--- src/design/tgi_pkg.sv ---
// ----------------------------------------------------------------------------
// tgi_pkg: shared types and constants of the touch gesture inertia unit
// Field widths, result kinds, register indexes and their reset values.
// ----------------------------------------------------------------------------
package tgi_pkg;

  // input modes
  localparam logic MODE_TOUCH = 1'b0;
  localparam logic MODE_TICK  = 1'b1;

  // result kinds
  localparam logic [2:0] KIND_TAP         = 3'd0;
  localparam logic [2:0] KIND_SCROLL_DOWN = 3'd1;
  localparam logic [2:0] KIND_SCROLL_UP   = 3'd2;
  localparam logic [2:0] KIND_SWIPE_RIGHT = 3'd3;
  localparam logic [2:0] KIND_SWIPE_LEFT  = 3'd4;

  // configuration register indexes
  localparam int unsigned CFG_INDEX_W = 3;
  localparam int unsigned CFG_DATA_W  = 32;
  localparam logic [CFG_INDEX_W-1:0] REG_SCROLL_THRESHOLD = 3'd0;
  localparam logic [CFG_INDEX_W-1:0] REG_SWIPE_THRESHOLD  = 3'd1;
  localparam logic [CFG_INDEX_W-1:0] REG_MIN_SPEED        = 3'd2;
  localparam logic [CFG_INDEX_W-1:0] REG_MAX_SPEED        = 3'd3;
  localparam logic [CFG_INDEX_W-1:0] REG_DECAY_STEP       = 3'd4;
  localparam logic [CFG_INDEX_W-1:0] REG_TAP_LIMIT        = 3'd5;
  localparam logic [CFG_INDEX_W-1:0] REG_SCROLL_INTERVAL  = 3'd6;
  localparam logic [CFG_INDEX_W-1:0] REG_SWIPE_INTERVAL   = 3'd7;

  // register reset values
  localparam logic [14:0]        RST_SCROLL_THRESHOLD = 15'd491;
  localparam logic [14:0]        RST_SWIPE_THRESHOLD  = 15'd491;
  localparam logic [14:0]        RST_MIN_SPEED        = 15'd16;
  localparam logic [14:0]        RST_MAX_SPEED        = 15'd491;
  localparam logic [14:0]        RST_DECAY_STEP       = 15'd25;
  localparam logic [15:0]        RST_TAP_LIMIT        = 16'd80;
  localparam logic signed [31:0] RST_INTERVAL         = -32'sd1;

  // configuration registers
  typedef struct packed {
    logic [14:0]        scroll_threshold;
    logic [14:0]        swipe_threshold;
    logic [14:0]        min_speed;
    logic [14:0]        max_speed;
    logic [14:0]        decay_step;
    logic [15:0]        tap_limit;
    logic signed [31:0] scroll_interval;
    logic signed [31:0] swipe_interval;
  } cfg_t;

  // one input item
  typedef struct packed {
    logic               mode;
    logic               released;
    logic [15:0]        moved_distance;
    logic [15:0]        pos_x;
    logic [15:0]        pos_y;
    logic signed [15:0] delta_x;
    logic signed [15:0] delta_y;
    logic [31:0]        stamp;
  } item_t;

  // one result item
  typedef struct packed {
    logic [2:0]  kind;
    logic [15:0] tap_x;
    logic [15:0] tap_y;
    logic [15:0] speed;
    logic        last;
  } result_t;

endpackage

--- src/design/tgi_touch_if.sv ---
// ----------------------------------------------------------------------------
// tgi_touch_if: input channel of the touch gesture inertia unit
// Carries touch events and frame ticks with a valid/ready handshake.
// ----------------------------------------------------------------------------
interface tgi_touch_if;
  logic               valid;
  logic               ready;
  logic               mode;
  logic               released;
  logic [15:0]        moved_distance;
  logic [15:0]        pos_x;
  logic [15:0]        pos_y;
  logic signed [15:0] delta_x;
  logic signed [15:0] delta_y;
  logic [31:0]        stamp;

  modport source (
    output valid, mode, released, moved_distance, pos_x, pos_y,
           delta_x, delta_y, stamp,
    input  ready
  );

  modport sink (
    input  valid, mode, released, moved_distance, pos_x, pos_y,
           delta_x, delta_y, stamp,
    output ready
  );
endinterface

--- src/design/tgi_result_if.sv ---
// ----------------------------------------------------------------------------
// tgi_result_if: result channel of the touch gesture inertia unit
// Carries gesture results with a valid/ready handshake.
// ----------------------------------------------------------------------------
interface tgi_result_if;
  logic        valid;
  logic        ready;
  logic [2:0]  kind;
  logic [15:0] tap_x;
  logic [15:0] tap_y;
  logic [15:0] speed;
  logic        last;

  modport source (
    output valid, kind, tap_x, tap_y, speed, last,
    input  ready
  );

  modport sink (
    input  valid, kind, tap_x, tap_y, speed, last,
    output ready
  );
endinterface

--- src/design/tgi_engine.sv ---
// ----------------------------------------------------------------------------
// tgi_engine: gesture classification and inertial speed state
// Works out the results of one item and updates speeds and stamps on fire.
// ----------------------------------------------------------------------------
module tgi_engine (
  input  logic             clk,
  input  logic             rst,
  input  logic             fire,
  input  tgi_pkg::item_t   item,
  input  tgi_pkg::cfg_t    cfg,
  output logic [1:0]       res_count,
  output tgi_pkg::result_t res0,
  output tgi_pkg::result_t res1
);
  import tgi_pkg::*;

  typedef struct packed {
    logic               emit;
    logic               neg;
    logic [15:0]        mag;
    logic signed [17:0] next;
  } rel_t;

  logic signed [17:0] scroll_speed;
  logic signed [17:0] swipe_speed;
  logic [31:0]        scroll_now;
  logic [31:0]        scroll_done;
  logic [31:0]        swipe_now;
  logic [31:0]        swipe_done;

  logic               scroll_due;
  logic               swipe_due;
  logic [31:0]        scroll_gap;
  logic [31:0]        swipe_gap;
  rel_t               scroll_rel;
  rel_t               swipe_rel;
  logic [16:0]        abs_x;
  logic [16:0]        abs_y;
  logic               counted;
  logic               vertical;
  logic signed [17:0] scroll_acc;
  logic signed [17:0] swipe_acc;
  result_t            scroll_res;
  result_t            swipe_res;

  // add a delta to a speed, clamp beyond the dead band
  function automatic logic signed [17:0] accumulate(
    input logic signed [17:0] spd,
    input logic signed [15:0] delta,
    input logic [14:0]        lo_v,
    input logic [14:0]        hi_v
  );
    logic signed [17:0] sum;
    logic signed [17:0] lo;
    logic signed [17:0] hi;
    logic signed [17:0] res;
    sum = spd + $signed({{2{delta[15]}}, delta});
    lo  = $signed({3'b000, lo_v});
    hi  = $signed({3'b000, hi_v});
    res = sum;
    if (sum > lo) begin
      if (sum > hi) res = hi;
    end else if (sum < -lo) begin
      if (sum < -hi) res = -hi;
    end
    return res;
  endfunction

  // emit a speed outside the dead band and decay it toward zero
  function automatic rel_t release_axis(
    input logic signed [17:0] spd,
    input logic [14:0]        lo_v,
    input logic [14:0]        dec_v
  );
    logic signed [17:0] lo;
    logic signed [17:0] dec;
    logic signed [17:0] neg_spd;
    logic signed [17:0] step;
    rel_t               r;
    lo      = $signed({3'b000, lo_v});
    dec     = $signed({3'b000, dec_v});
    neg_spd = -spd;
    r       = '0;
    if (spd > lo) begin
      step   = spd - dec;
      r.emit = 1'b1;
      r.mag  = spd[15:0];
      r.next = (step < 0) ? 18'sd0 : step;
    end else if (spd < -lo) begin
      step   = spd + dec;
      r.emit = 1'b1;
      r.neg  = 1'b1;
      r.mag  = neg_spd[15:0];
      r.next = (step > 0) ? 18'sd0 : step;
    end
    return r;
  endfunction

  // release test on wrapping stamp difference
  assign scroll_gap = scroll_now - scroll_done;
  assign swipe_gap  = swipe_now - swipe_done;
  assign scroll_due = cfg.scroll_interval[31] || ($signed(scroll_gap) > cfg.scroll_interval);
  assign swipe_due  = cfg.swipe_interval[31] || ($signed(swipe_gap) > cfg.swipe_interval);

  assign scroll_rel = release_axis(scroll_speed, cfg.min_speed, cfg.decay_step);
  assign swipe_rel  = release_axis(swipe_speed, cfg.min_speed, cfg.decay_step);

  // movement: magnitudes, threshold test and axis choice
  assign abs_x    = item.delta_x[15] ? 17'(-{item.delta_x[15], item.delta_x})
                                     : {1'b0, item.delta_x};
  assign abs_y    = item.delta_y[15] ? 17'(-{item.delta_y[15], item.delta_y})
                                     : {1'b0, item.delta_y};
  assign counted  = !(abs_y < {2'b00, cfg.scroll_threshold} &&
                      abs_x < {2'b00, cfg.swipe_threshold});
  assign vertical = abs_y > abs_x;

  assign scroll_acc = accumulate(scroll_speed, item.delta_y, cfg.min_speed, cfg.max_speed);
  assign swipe_acc  = accumulate(swipe_speed, item.delta_x, cfg.min_speed, cfg.max_speed);

  // result words of the two axes
  always_comb begin
    scroll_res       = '0;
    scroll_res.kind  = scroll_rel.neg ? KIND_SCROLL_UP : KIND_SCROLL_DOWN;
    scroll_res.speed = scroll_rel.mag;
    swipe_res        = '0;
    swipe_res.kind   = swipe_rel.neg ? KIND_SWIPE_LEFT : KIND_SWIPE_RIGHT;
    swipe_res.speed  = swipe_rel.mag;
    swipe_res.last   = 1'b1;
  end

  // results of the item
  always_comb begin
    res_count = 2'd0;
    res0      = '0;
    res1      = swipe_res;
    if (item.mode == MODE_TICK) begin
      if (scroll_due && scroll_rel.emit) begin
        res0      = scroll_res;
        res0.last = !(swipe_due && swipe_rel.emit);
        res_count = (swipe_due && swipe_rel.emit) ? 2'd2 : 2'd1;
      end else if (swipe_due && swipe_rel.emit) begin
        res0      = swipe_res;
        res_count = 2'd1;
      end
    end else if (item.released) begin
      if (item.moved_distance < cfg.tap_limit) begin
        res0.kind  = KIND_TAP;
        res0.tap_x = item.pos_x;
        res0.tap_y = item.pos_y;
        res0.last  = 1'b1;
        res_count  = 2'd1;
      end
    end
  end

  // speed and stamp state
  always_ff @(posedge clk) begin
    if (rst) begin
      scroll_speed <= '0;
      swipe_speed  <= '0;
      scroll_now   <= '0;
      scroll_done  <= '0;
      swipe_now    <= '0;
      swipe_done   <= '0;
    end else if (fire) begin
      if (item.mode == MODE_TICK) begin
        if (scroll_due) begin
          scroll_done  <= scroll_now;
          scroll_speed <= scroll_rel.next;
        end
        if (swipe_due) begin
          swipe_done  <= swipe_now;
          swipe_speed <= swipe_rel.next;
        end
      end else if (!item.released && counted) begin
        if (vertical) begin
          scroll_now   <= item.stamp;
          scroll_speed <= scroll_acc;
        end else begin
          swipe_now   <= item.stamp;
          swipe_speed <= swipe_acc;
        end
      end
    end
  end

`ifndef ASSERT_OFF
  a_scroll_bound: assert property (@(posedge clk) disable iff (rst)
    scroll_speed <= 18'sd32767 && scroll_speed >= -18'sd32767)
    else $error("scroll speed out of range");

  a_swipe_bound: assert property (@(posedge clk) disable iff (rst)
    swipe_speed <= 18'sd32767 && swipe_speed >= -18'sd32767)
    else $error("swipe speed out of range");

  a_scroll_always_due: assert property (@(posedge clk) disable iff (rst)
    fire && item.mode == MODE_TICK && cfg.scroll_interval[31]
    |=> scroll_done == $past(scroll_now))
    else $error("scroll release did not record its stamp");
`endif

endmodule

--- src/design/tgi_result_buf.sv ---
// ----------------------------------------------------------------------------
// tgi_result_buf: two-slot result register for the output channel
// Holds the results of one item and shifts them out one transfer at a time.
// ----------------------------------------------------------------------------
module tgi_result_buf (
  input  logic             clk,
  input  logic             rst,
  input  logic             load,
  input  logic [1:0]       load_count,
  input  tgi_pkg::result_t res0,
  input  tgi_pkg::result_t res1,
  output logic             can_load,
  tgi_result_if.source     result
);
  import tgi_pkg::*;

  logic [1:0] count;
  result_t    slot0;
  result_t    slot1;
  logic       pop;
  logic       push;

  assign pop      = (count != 2'd0) && result.ready;
  assign can_load = (count == 2'd0) || (count == 2'd1 && pop);
  assign push     = load && (load_count != 2'd0);

  // occupancy
  always_ff @(posedge clk) begin
    if (rst) begin
      count <= 2'd0;
    end else if (push) begin
      count <= load_count;
    end else if (pop) begin
      count <= count - 2'd1;
    end
  end

  // slot data
  always_ff @(posedge clk) begin
    if (push) begin
      slot0 <= res0;
      slot1 <= res1;
    end else if (pop && count == 2'd2) begin
      slot0 <= slot1;
    end
  end

  // head slot drives the channel
  assign result.valid = (count != 2'd0);
  assign result.kind  = slot0.kind;
  assign result.tap_x = slot0.tap_x;
  assign result.tap_y = slot0.tap_y;
  assign result.speed = slot0.speed;
  assign result.last  = slot0.last;

`ifndef ASSERT_OFF
  a_count_range: assert property (@(posedge clk) disable iff (rst)
    count != 2'd3)
    else $error("result buffer overfilled");

  a_single_last: assert property (@(posedge clk) disable iff (rst)
    count == 2'd1 |-> slot0.last)
    else $error("lone result is not marked last");

  a_pair_last: assert property (@(posedge clk) disable iff (rst)
    count == 2'd2 |-> (!slot0.last && slot1.last))
    else $error("result pair has wrong last marks");
`endif

endmodule

--- src/design/touch_gesture_inertia_unit.sv ---
// ----------------------------------------------------------------------------
// touch_gesture_inertia_unit: touch gesture classifier with inertial speeds
// Taps, scroll and swipe speed accumulation, rate-limited release and decay.
// ----------------------------------------------------------------------------
//  channel  dir  handshake      payload
//  touch    in   valid/ready    mode released moved_distance pos_x pos_y
//                               delta_x delta_y stamp
//  result   out  valid/ready    kind tap_x tap_y speed last
//  cfg      in   cfg_write      cfg_index cfg_data (no read-back)
//
// An accepted item is held in the input register and its results are loaded
// into the result buffer when it fires; a new item is taken every cycle while
// the register is empty or firing. A frame tick with two results fills the
// two-slot result buffer, so a following item with results waits in the input
// register. Items without results pass even while the result buffer is full.
// Synchronous reset clears speeds, stamps, valids and loads register defaults.
// ----------------------------------------------------------------------------
module touch_gesture_inertia_unit (
  input  logic                                clk,
  input  logic                                rst,
  tgi_touch_if.sink                           touch,
  tgi_result_if.source                        result,
  input  logic                                cfg_write,
  input  logic [tgi_pkg::CFG_INDEX_W-1:0]     cfg_index,
  input  logic [tgi_pkg::CFG_DATA_W-1:0]      cfg_data
);
  import tgi_pkg::*;

  cfg_t       cfg;
  item_t      item_q;
  logic       held;
  logic       fire;
  logic       accept;
  logic       can_load;
  logic [1:0] res_count;
  result_t    res0;
  result_t    res1;

  // configuration registers
  always_ff @(posedge clk) begin
    if (rst) begin
      cfg.scroll_threshold <= RST_SCROLL_THRESHOLD;
      cfg.swipe_threshold  <= RST_SWIPE_THRESHOLD;
      cfg.min_speed        <= RST_MIN_SPEED;
      cfg.max_speed        <= RST_MAX_SPEED;
      cfg.decay_step       <= RST_DECAY_STEP;
      cfg.tap_limit        <= RST_TAP_LIMIT;
      cfg.scroll_interval  <= RST_INTERVAL;
      cfg.swipe_interval   <= RST_INTERVAL;
    end else if (cfg_write) begin
      unique case (cfg_index)
        REG_SCROLL_THRESHOLD: cfg.scroll_threshold <= cfg_data[14:0];
        REG_SWIPE_THRESHOLD:  cfg.swipe_threshold  <= cfg_data[14:0];
        REG_MIN_SPEED:        cfg.min_speed        <= cfg_data[14:0];
        REG_MAX_SPEED:        cfg.max_speed        <= cfg_data[14:0];
        REG_DECAY_STEP:       cfg.decay_step       <= cfg_data[14:0];
        REG_TAP_LIMIT:        cfg.tap_limit        <= cfg_data[15:0];
        REG_SCROLL_INTERVAL:  cfg.scroll_interval  <= $signed(cfg_data);
        REG_SWIPE_INTERVAL:   cfg.swipe_interval   <= $signed(cfg_data);
        default: ;
      endcase
    end
  end

  // input register handshake
  assign fire        = held && (can_load || res_count == 2'd0);
  assign touch.ready = !held || fire;
  assign accept      = touch.valid && touch.ready;

  always_ff @(posedge clk) begin
    if (rst) begin
      held <= 1'b0;
    end else if (accept) begin
      held <= 1'b1;
    end else if (fire) begin
      held <= 1'b0;
    end
  end

  // input payload capture
  always_ff @(posedge clk) begin
    if (accept) begin
      item_q.mode           <= touch.mode;
      item_q.released       <= touch.released;
      item_q.moved_distance <= touch.moved_distance;
      item_q.pos_x          <= touch.pos_x;
      item_q.pos_y          <= touch.pos_y;
      item_q.delta_x        <= touch.delta_x;
      item_q.delta_y        <= touch.delta_y;
      item_q.stamp          <= touch.stamp;
    end
  end

  // gesture logic and speed state
  tgi_engine u_engine (
    .clk       (clk),
    .rst       (rst),
    .fire      (fire),
    .item      (item_q),
    .cfg       (cfg),
    .res_count (res_count),
    .res0      (res0),
    .res1      (res1)
  );

  // result register toward the output channel
  tgi_result_buf u_result_buf (
    .clk        (clk),
    .rst        (rst),
    .load       (fire),
    .load_count (res_count),
    .res0       (res0),
    .res1       (res1),
    .can_load   (can_load),
    .result     (result)
  );

endmodule

--- src/flat_wrapper.sv ---
// flat-port wrapper written by rule: the top's interface ports become plain ports
module touch_gesture_inertia_unit_flat import tgi_pkg::*;
  (clk, rst, cfg_write, cfg_index, cfg_data, touch_valid, touch_mode, touch_released, touch_moved_distance, touch_pos_x, touch_pos_y, touch_delta_x, touch_delta_y, touch_stamp, touch_ready, result_valid, result_kind, result_tap_x, result_tap_y, result_speed, result_last, result_ready);
  tgi_touch_if touch_i ();
  tgi_result_if result_i ();
  input  logic clk;
  input  logic rst;
  input  logic cfg_write;
  input  logic [tgi_pkg::CFG_INDEX_W-1:0] cfg_index;
  input  logic [tgi_pkg::CFG_DATA_W-1:0] cfg_data;
  input wire logic [$bits(touch_i.valid)-1:0] touch_valid;
  input wire logic [$bits(touch_i.mode)-1:0] touch_mode;
  input wire logic [$bits(touch_i.released)-1:0] touch_released;
  input wire logic [$bits(touch_i.moved_distance)-1:0] touch_moved_distance;
  input wire logic [$bits(touch_i.pos_x)-1:0] touch_pos_x;
  input wire logic [$bits(touch_i.pos_y)-1:0] touch_pos_y;
  input wire logic [$bits(touch_i.delta_x)-1:0] touch_delta_x;
  input wire logic [$bits(touch_i.delta_y)-1:0] touch_delta_y;
  input wire logic [$bits(touch_i.stamp)-1:0] touch_stamp;
  output wire logic [$bits(touch_i.ready)-1:0] touch_ready;
  output wire logic [$bits(result_i.valid)-1:0] result_valid;
  output wire logic [$bits(result_i.kind)-1:0] result_kind;
  output wire logic [$bits(result_i.tap_x)-1:0] result_tap_x;
  output wire logic [$bits(result_i.tap_y)-1:0] result_tap_y;
  output wire logic [$bits(result_i.speed)-1:0] result_speed;
  output wire logic [$bits(result_i.last)-1:0] result_last;
  input wire logic [$bits(result_i.ready)-1:0] result_ready;
  assign touch_i.valid = touch_valid;
  assign touch_i.mode = touch_mode;
  assign touch_i.released = touch_released;
  assign touch_i.moved_distance = touch_moved_distance;
  assign touch_i.pos_x = touch_pos_x;
  assign touch_i.pos_y = touch_pos_y;
  assign touch_i.delta_x = touch_delta_x;
  assign touch_i.delta_y = touch_delta_y;
  assign touch_i.stamp = touch_stamp;
  assign touch_ready = touch_i.ready;
  assign result_valid = result_i.valid;
  assign result_kind = result_i.kind;
  assign result_tap_x = result_i.tap_x;
  assign result_tap_y = result_i.tap_y;
  assign result_speed = result_i.speed;
  assign result_last = result_i.last;
  assign result_i.ready = result_ready;
  touch_gesture_inertia_unit u_core (.clk(clk), .rst(rst), .touch(touch_i), .result(result_i), .cfg_write(cfg_write), .cfg_index(cfg_index), .cfg_data(cfg_data));
endmodule
--- config.mk ---
export PLATFORM = sky130hd
export DESIGN_NAME = touch_gesture_inertia_unit_flat
export DESIGN_NICKNAME = d
export VERILOG_FILES = /design/src/design/tgi_pkg.sv /design/src/design/tgi_touch_if.sv /design/src/design/tgi_result_if.sv /design/src/design/tgi_engine.sv /design/src/design/tgi_result_buf.sv /design/src/design/touch_gesture_inertia_unit.sv /design/src/flat_wrapper.sv
export SDC_FILE = /design/constraint.sdc
export NUM_CORES = 2
export LEC_CHECK = 0
export BUFFER_PORTS_ARGS = -buffer_cell sky130_fd_sc_hd__buf_2
export CAP_MARGIN = 20
export CORE_MARGIN = 4
export CORE_UTILIZATION = 45
export DETAILED_ROUTE_END_ITERATION = 16
export GPL_ROUTABILITY_DRIVEN = 1
export GPL_TIMING_DRIVEN = 0
export SYNTH_ARGS = -nofsm -noshare
export SYNTH_HDL_FRONTEND = slang
export SYNTH_SLANG_ARGS = --single-unit
--- constraint.sdc ---
create_clock -name clk -period 15.8 [get_ports clk]
set_clock_uncertainty 0.1 [all_clocks]
set_input_delay 3.16 -clock clk [delete_from_list [all_inputs] [get_ports clk]]
set_output_delay 3.16 -clock clk [all_outputs]
set_load 0.005 [all_outputs]
; ---- After elaboration in Yosys (flattened, before gate mapping)
; Cells that the tools add are included.
[totals]
ff_bits = 507
inputBits = 154
[classes]
add_sub_neg = 15
n_lt_le_gt_ge = 22
eq_ne = 12
muxes = 53
bitwise = 2
reduce_logical = 43
[op_table]
columns = cell, count
row1 = 18-bit two-way mux, 20
row2 = 52-bit two-way mux, 4
row3 = 18-bit by 16-bit > comparator with 1-bit output, 6
row4 = 18-bit < comparator, 6
row5 = 18-bit by 16-bit adder with 18-bit output, 4
row6 = 36-bit two-way mux, 2
row7 = 34-bit two-way mux, 2
row8 = 32-bit > comparator, 2
row9 = 32-bit two-way mux, 2
row10 = 32-bit subtractor, 2
row11 = 18-bit by 1-bit > comparator with 1-bit output (second input constant), 2
row12 = 18-bit by 1-bit < comparator with 1-bit output (second input constant), 2
row13 = 15-bit negator with 18-bit output, 2
row14 = 18-bit by 16-bit subtractor with 18-bit output, 2
row15 = 35-bit two-way mux, 1
row16 = 17-bit by 15-bit < comparator with 1-bit output, 2
row17 = 17-bit two-way mux, 2
row18 = 17-bit negator, 2
row19 = 16-bit negator, 2
row20 = 17-bit > comparator, 1
row21 = 16-bit < comparator, 1
row22 = 16-bit two-way mux, 1
row23 = 2-bit AND reduction, 8
row24 = 4-bit AND reduction, 4
row25 = other kinds (19), 65

; ---- Longest topological paths before layout
[logic_depth]
depth_word = 15
ltp_mapped = 37
mapped_depth_nobuf = 35

; ---- Modules after synthesis
; Synthesis repeated with hierarchy kept, for this count alone.
[unflattened]
cells_unflattened = 4342
hier_area_um2 = 38727.1
[modules_own_cells]
columns = module, instances, cells_per_inst, area_each_um2, seq_area_each_um2
row1 = tgi_engine, 1, 3415, 25851.0, 3283.1
row2 = touch_gesture_inertia_unit, 1, 743, 8913.5, 6546.3
row3 = tgi_result_buf, 1, 184, 3962.6, 3163.0

; ---- Worst setup path before layout
; No wires, ideal clock.
[synth_timing]
path_kind = reg-to-reg
from = register u_core.u_engine.scroll_now[0]
to = register u_core.item_q[0] (netlist name) (enable)
setup_ps = 601
arrival_time_ps = 10549
t_required_ps = 15099
slack_ps = 4550
stages_incl_launch_ff = 32
path_buffers = 0
synth_period_minus_slack_ps = 11250
path_cell_list = dfxtp_1 -> inv_1 -> ha_1 -> inv_1 -> fa_1 -> a211oi_1 -> o21ai_0 -> a211oi_1 -> o21ai_0 -> a31o_2 -> a41oi_1 -> o21ai_0 -> o31a_1 -> o21a_1 -> nor2_1 -> xnor2_1 -> ha_1 -> nand4_1 -> or2_2 -> nor3_1 -> o21ai_0 -> o211ai_1 -> a31oi_1 -> mux2_2 -> nand3b_1 -> clkinv_1 -> ha_1 -> nor2_1 -> nor2_1 -> nor2_1 -> nor2_1 -> nor2b_1
[synth_between]
elab_chain_len = 11
[synth_rtl]
columns = element, line_no
row1 = "start, declared", tgi_engine.sv:26  ; logic [31:0] scroll_now;
row2 = "start signal, assigned", tgi_engine.sv:177  ; scroll_now <= item.stamp;
row3 = 32-bit subtractor, tgi_engine.sv:100  ; assign scroll_gap = scroll_now - scroll_done;
row4 = 32-bit > comparator, tgi_engine.sv:102  ; assign scroll_due = cfg.scroll_interval[31] || ($signed(scroll_gap) > cfg.scroll_interval);
row5 = 1-bit logical OR, tgi_engine.sv:102
row6 = 1-bit logical AND, tgi_engine.sv:137  ; if (scroll_due && scroll_rel.emit) begin
row7 = 2-bit two-way mux, tgi_engine.sv:137
row8 = 2-bit two-way mux, tgi_engine.sv:136  ; if (item.mode == MODE_TICK) begin
row9 = 2-bit zero test, touch_gesture_inertia_unit.sv:66  ; assign fire = held && (can_load || res_count == 2'd0);
row10 = 1-bit logical OR, touch_gesture_inertia_unit.sv:66
row11 = 1-bit logical AND, touch_gesture_inertia_unit.sv:66
row12 = 1-bit logical OR, touch_gesture_inertia_unit.sv:67  ; assign touch.ready = !held || fire;
row13 = 1-bit logical AND, touch_gesture_inertia_unit.sv:68  ; assign accept = touch.valid && touch.ready;
row14 = net u_core.accept, touch_gesture_inertia_unit.sv:33  ; logic accept;
row15 = "end, declared", touch_gesture_inertia_unit.sv:30  ; item_t item_q;
; The timed path passes the listed nets, and every way through them passes these cells.
; A chain may end at the register's enable or synchronous reset.

; ---- Worst setup path after layout
[layout_timing]
from = register u_core.u_engine.scroll_now[0]
to = output touch_ready
[layout_between]
elab_chain_len = 10
[layout_rtl]
columns = element, line_no
row1 = 32-bit subtractor, tgi_engine.sv:100
row2 = 32-bit > comparator, tgi_engine.sv:102
row3 = 1-bit logical OR, tgi_engine.sv:102
row4 = 1-bit logical AND, tgi_engine.sv:137
row5 = 2-bit two-way mux, tgi_engine.sv:137
row6 = 2-bit two-way mux, tgi_engine.sv:136
row7 = 2-bit zero test, touch_gesture_inertia_unit.sv:66
row8 = 1-bit logical OR, touch_gesture_inertia_unit.sv:66
row9 = 1-bit logical AND, touch_gesture_inertia_unit.sv:66
row10 = 1-bit logical OR, touch_gesture_inertia_unit.sv:67
row11 = "end, declared", flat_wrapper.sv:20  ; output wire logic [$bits(touch_i.ready)-1:0] touch_ready;
; Every way passes these cells.

==> flow_metrics.env <==
export IMPL_slew_headroom_pct=15.5
export IMPL_vias_per_cell=5.81
export IMPL_die_area_um2=85100
export IMPL_grt_pass1_vias=30417
export IMPL_critPathLaunchType="register"
export IMPL_grt_setup_unrepaired="no"
export IMPL_clk_latency_ps=650
export IMPL_cts_buffer_depth=3
export IMPL_grt_max_degree=36
export IMPL_cts_resized_gates=0
export IMPL_status="finished clean"
export IMPL_htree_num_levels=2
export IMPL_synth_seq_cells=506
export IMPL_synthTopCellsByArea="dfxtp_1 18%, ha_1 17%, edfxtp_1 15%"
export IMPL_post_cts_setup_buffer_count=0
export IMPL_max_stage_delay_ps=650
export IMPL_wl_um=124000
export IMPL_groute_usage_overall_pct=28.0
export IMPL_min_to="u_core.cfg[77]"
export IMPL_end_kind="primary output"
export IMPL_p_leak_nw=18.1
export IMPL_drive_gt1_share_pct=8.52
export IMPL_finalCritPeriodShare_pct=79.3
export IMPL_worst_path_max_fanout=8
export IMPL_ir_drop_mv=0.122
export IMPL_synth_warnings=0
export IMPL_path_class="reg2out"
export IMPL_final_area_um2=40500
export IMPL_core_area_um2=79400
export IMPL_grt_pass1_wl_um=185000
export IMPL_hold_viol=0
export IMPL_drt_wirelength_per_cell_um=22.5
export IMPL_tightest_slew_ps=1260
export IMPL_netlist_area_um2=36200
export IMPL_syn_avg_cell_area_um2=8.74
export IMPL_synth_seq_area_share_pct=33.1
export IMPL_synth_nets=4787
export IMPL_ys_types=96
export IMPL_max_cap_violations=0
export IMPL_nets=5043
export IMPL_hold_buffers=0
export IMPL_min_period_ps=12520
export IMPL_cts_root_buffer="clkbuf_16"
export IMPL_ff2ff_setup_slack_ps=4940
export IMPL_place_hpwl_um=98400
export IMPL_slew_violations=0
export IMPL_initial_core_util_pct=45.6
export IMPL_min_path_type="reg2reg"
export IMPL_yosys_area_top_type="dfxtp_1"
export IMPL_die_x_um=292
export IMPL_holdPathStages=2
export IMPL_place_congestion=0.976
export IMPL_min_from="u_core.cfg[77]"
export IMPL_first_iter_violations=2180
export IMPL_max_freq_mhz=79.9
export IMPL_cts_sinks=506
export IMPL_synth_cells=4143
export IMPL_synth_edf_count=184
export IMPL_num_vias=31954
export IMPL_fillCellCount=7741
export IMPL_synthFlopType="dfxtp_1"
export IMPL_rows=103
export IMPL_cp_arrival_ps=9260
export IMPL_ant_nets=0
export IMPL_port_buffers=189
export IMPL_synthMostInstantiatedCell="ha_1"
export IMPL_place_area_um2=38600
export IMPL_grt_overflow=0
export IMPL_antenna_found_initial=2
export IMPL_synth_common_cells="482 x ha_1, 398 x nand2_1, 365 x nor2_1"
export IMPL_ios=208
export IMPL_rr_endpoint="u_core.u_engine.scroll_speed[17]"
export IMPL_cts_tree="built"
export IMPL_reg2reg_depth=36
export IMPL_critical_path_slowest_cell="nor3_1"
export IMPL_synthArstFlopShare_pct=0
export IMPL_cts_buffers_inserted=57
export IMPL_die_h_um=292
export IMPL_clk_pin_slew_worst_paths_ps=60
export IMPL_synth_top_cell_area_share_pct=17.8
export IMPL_fin_setup_tns_ps=0
export IMPL_setup_viol=0
export IMPL_crit_top_cell="nor2_1"
export IMPL_p_per_area_nw_per_um2=178
export IMPL_syn_to_final_growth_pct=12.0
export IMPL_first_pass_iters=5
export IMPL_drc=0
export IMPL_critical_path_required_ps=12540
export IMPL_r2r_start="u_core.u_engine.scroll_now[0]"
[worst max-delay path, delay by kind of cell (launching register included)]
family	cells	cell delay [ps]
AO/OA/AOI/OAI	12	3390
flip-flops	1	310
buffers and inverters	5	830
XOR/XNOR	1	100
adder cells (fa/ha/maj)	4	1350
multiplexers	1	400
AND/OR/NAND/NOR	9	2250
[how the worst max path moves through the flow]
stage / cells past startpoint / slack (ps) / from / endpoint
floorplan: 31 / 4550 / u_core.u_engine.scroll_now[0] / u_core.item_q[0]
global placement: 31 / -1190 / u_core.u_engine.scroll_now[0] / u_core.item_q[111]
detailed placement: 32 / 3990 / u_core.u_engine.scroll_now[0] / touch_ready
CTS: 32 / 3250 / u_core.u_engine.scroll_now[0] / touch_ready
global route: 32 / 2910 / u_core.u_engine.scroll_now[0] / touch_ready
finish: 32 / 3280 / u_core.u_engine.scroll_now[0] / touch_ready
[per-stage QoR]
step	utilization (%)	hold WS (ps)	std cells	worst slack [ps]	power, mW
6_report	51.1	355	5499	3280	7.23
5_1_grt	51.1	365	5499	2910	7.73
3_3_place_gp	48.5	343	5382	-1190	5.76
3_5_place_dp	48.6	347	5389	3990	5.79
2_1_floorplan	-	336	4143	4550	4.55
4_1_cts	51.1	355	5496	3250	7.19
[power breakdown]
group,leakage [nW],switching [mW],internal [mW]
combinational,12.8,2.52,1.56
clock,0.948,0.579,0.793
sequential,4.38,0.245,1.54
total,18.1,3.34,3.89
[state kept, by name, summed over array words and instances (netlist names), 18 cells and up]
register and flops:
u_core.u_engine.swipe_done 32, u_core.u_engine.swipe_speed 18, u_core.item_q 114, u_core.u_engine.scroll_now 32, u_core.cfg 155, u_core.u_engine.scroll_done 32
u_core.u_result_buf.slot1 18, u_core.u_engine.swipe_now 32, u_core.u_engine.scroll_speed 18
[placed cells by master (no fill, tap or decap), drive strengths merged, types with 14 or more instances in the layout]
cell       n
ha       482
nand2    398
nor2     366
inv      327
dfxtp    322
a21oi    264
clkbuf   223
buf      219
o21ai    191
edfxtp   184
xnor2    154
mux2i    133
o211ai   124
a21o     122
nor3      78
nor2b     72
nand3     66
nand4     56
nand2b    54
and3      54
a211oi    52
o21a      47
a31oi     39
o31ai     38
xor2      30
or3       25
a221oi    20
a2111oi   20
clkinv    16
a311oi    15
and2      15
o221ai    14
or2       14
[per-layer routing]
metal / wire (um) / GRT usage (%)
met1: 51000 / 35.2
met2: 58300 / 47.6
met3: 7760 / 3.95
met4: 6730 / 12.6
met5: 0 / 0
[cell type report]
class,count,area (um2),share of cell area [%]
clock inverters,23,250,0.617
inverters,324,1220,3.00
flip-flops and latches,506,12000,29.5
plain buffers,162,667,1.64
clock buffers,84,1690,4.16
diodes,2,5.00,0.0123
well taps,1050,1310,3.24
multi-input cells,3151,22400,55.2
repair buffers,197,1070,2.63
[logic make-up (layout without fill, tap and decap cells)]
family,count (synthesis),count (layout),synth area share [%]
other,2,4,0.0207
XOR/XNOR,184,184,4.47
flip-flops,506,506,33.1
AND/OR/NAND/NOR,1245,1245,16.0
buffers and inverters,486,790,5.20
AO/OA/AOI/OAI,1095,1095,20.5
multiplexers,135,135,3.74
adder cells (fa/ha/maj),490,490,17.1
Note: power is estimated with default switching activity, not from simulation.
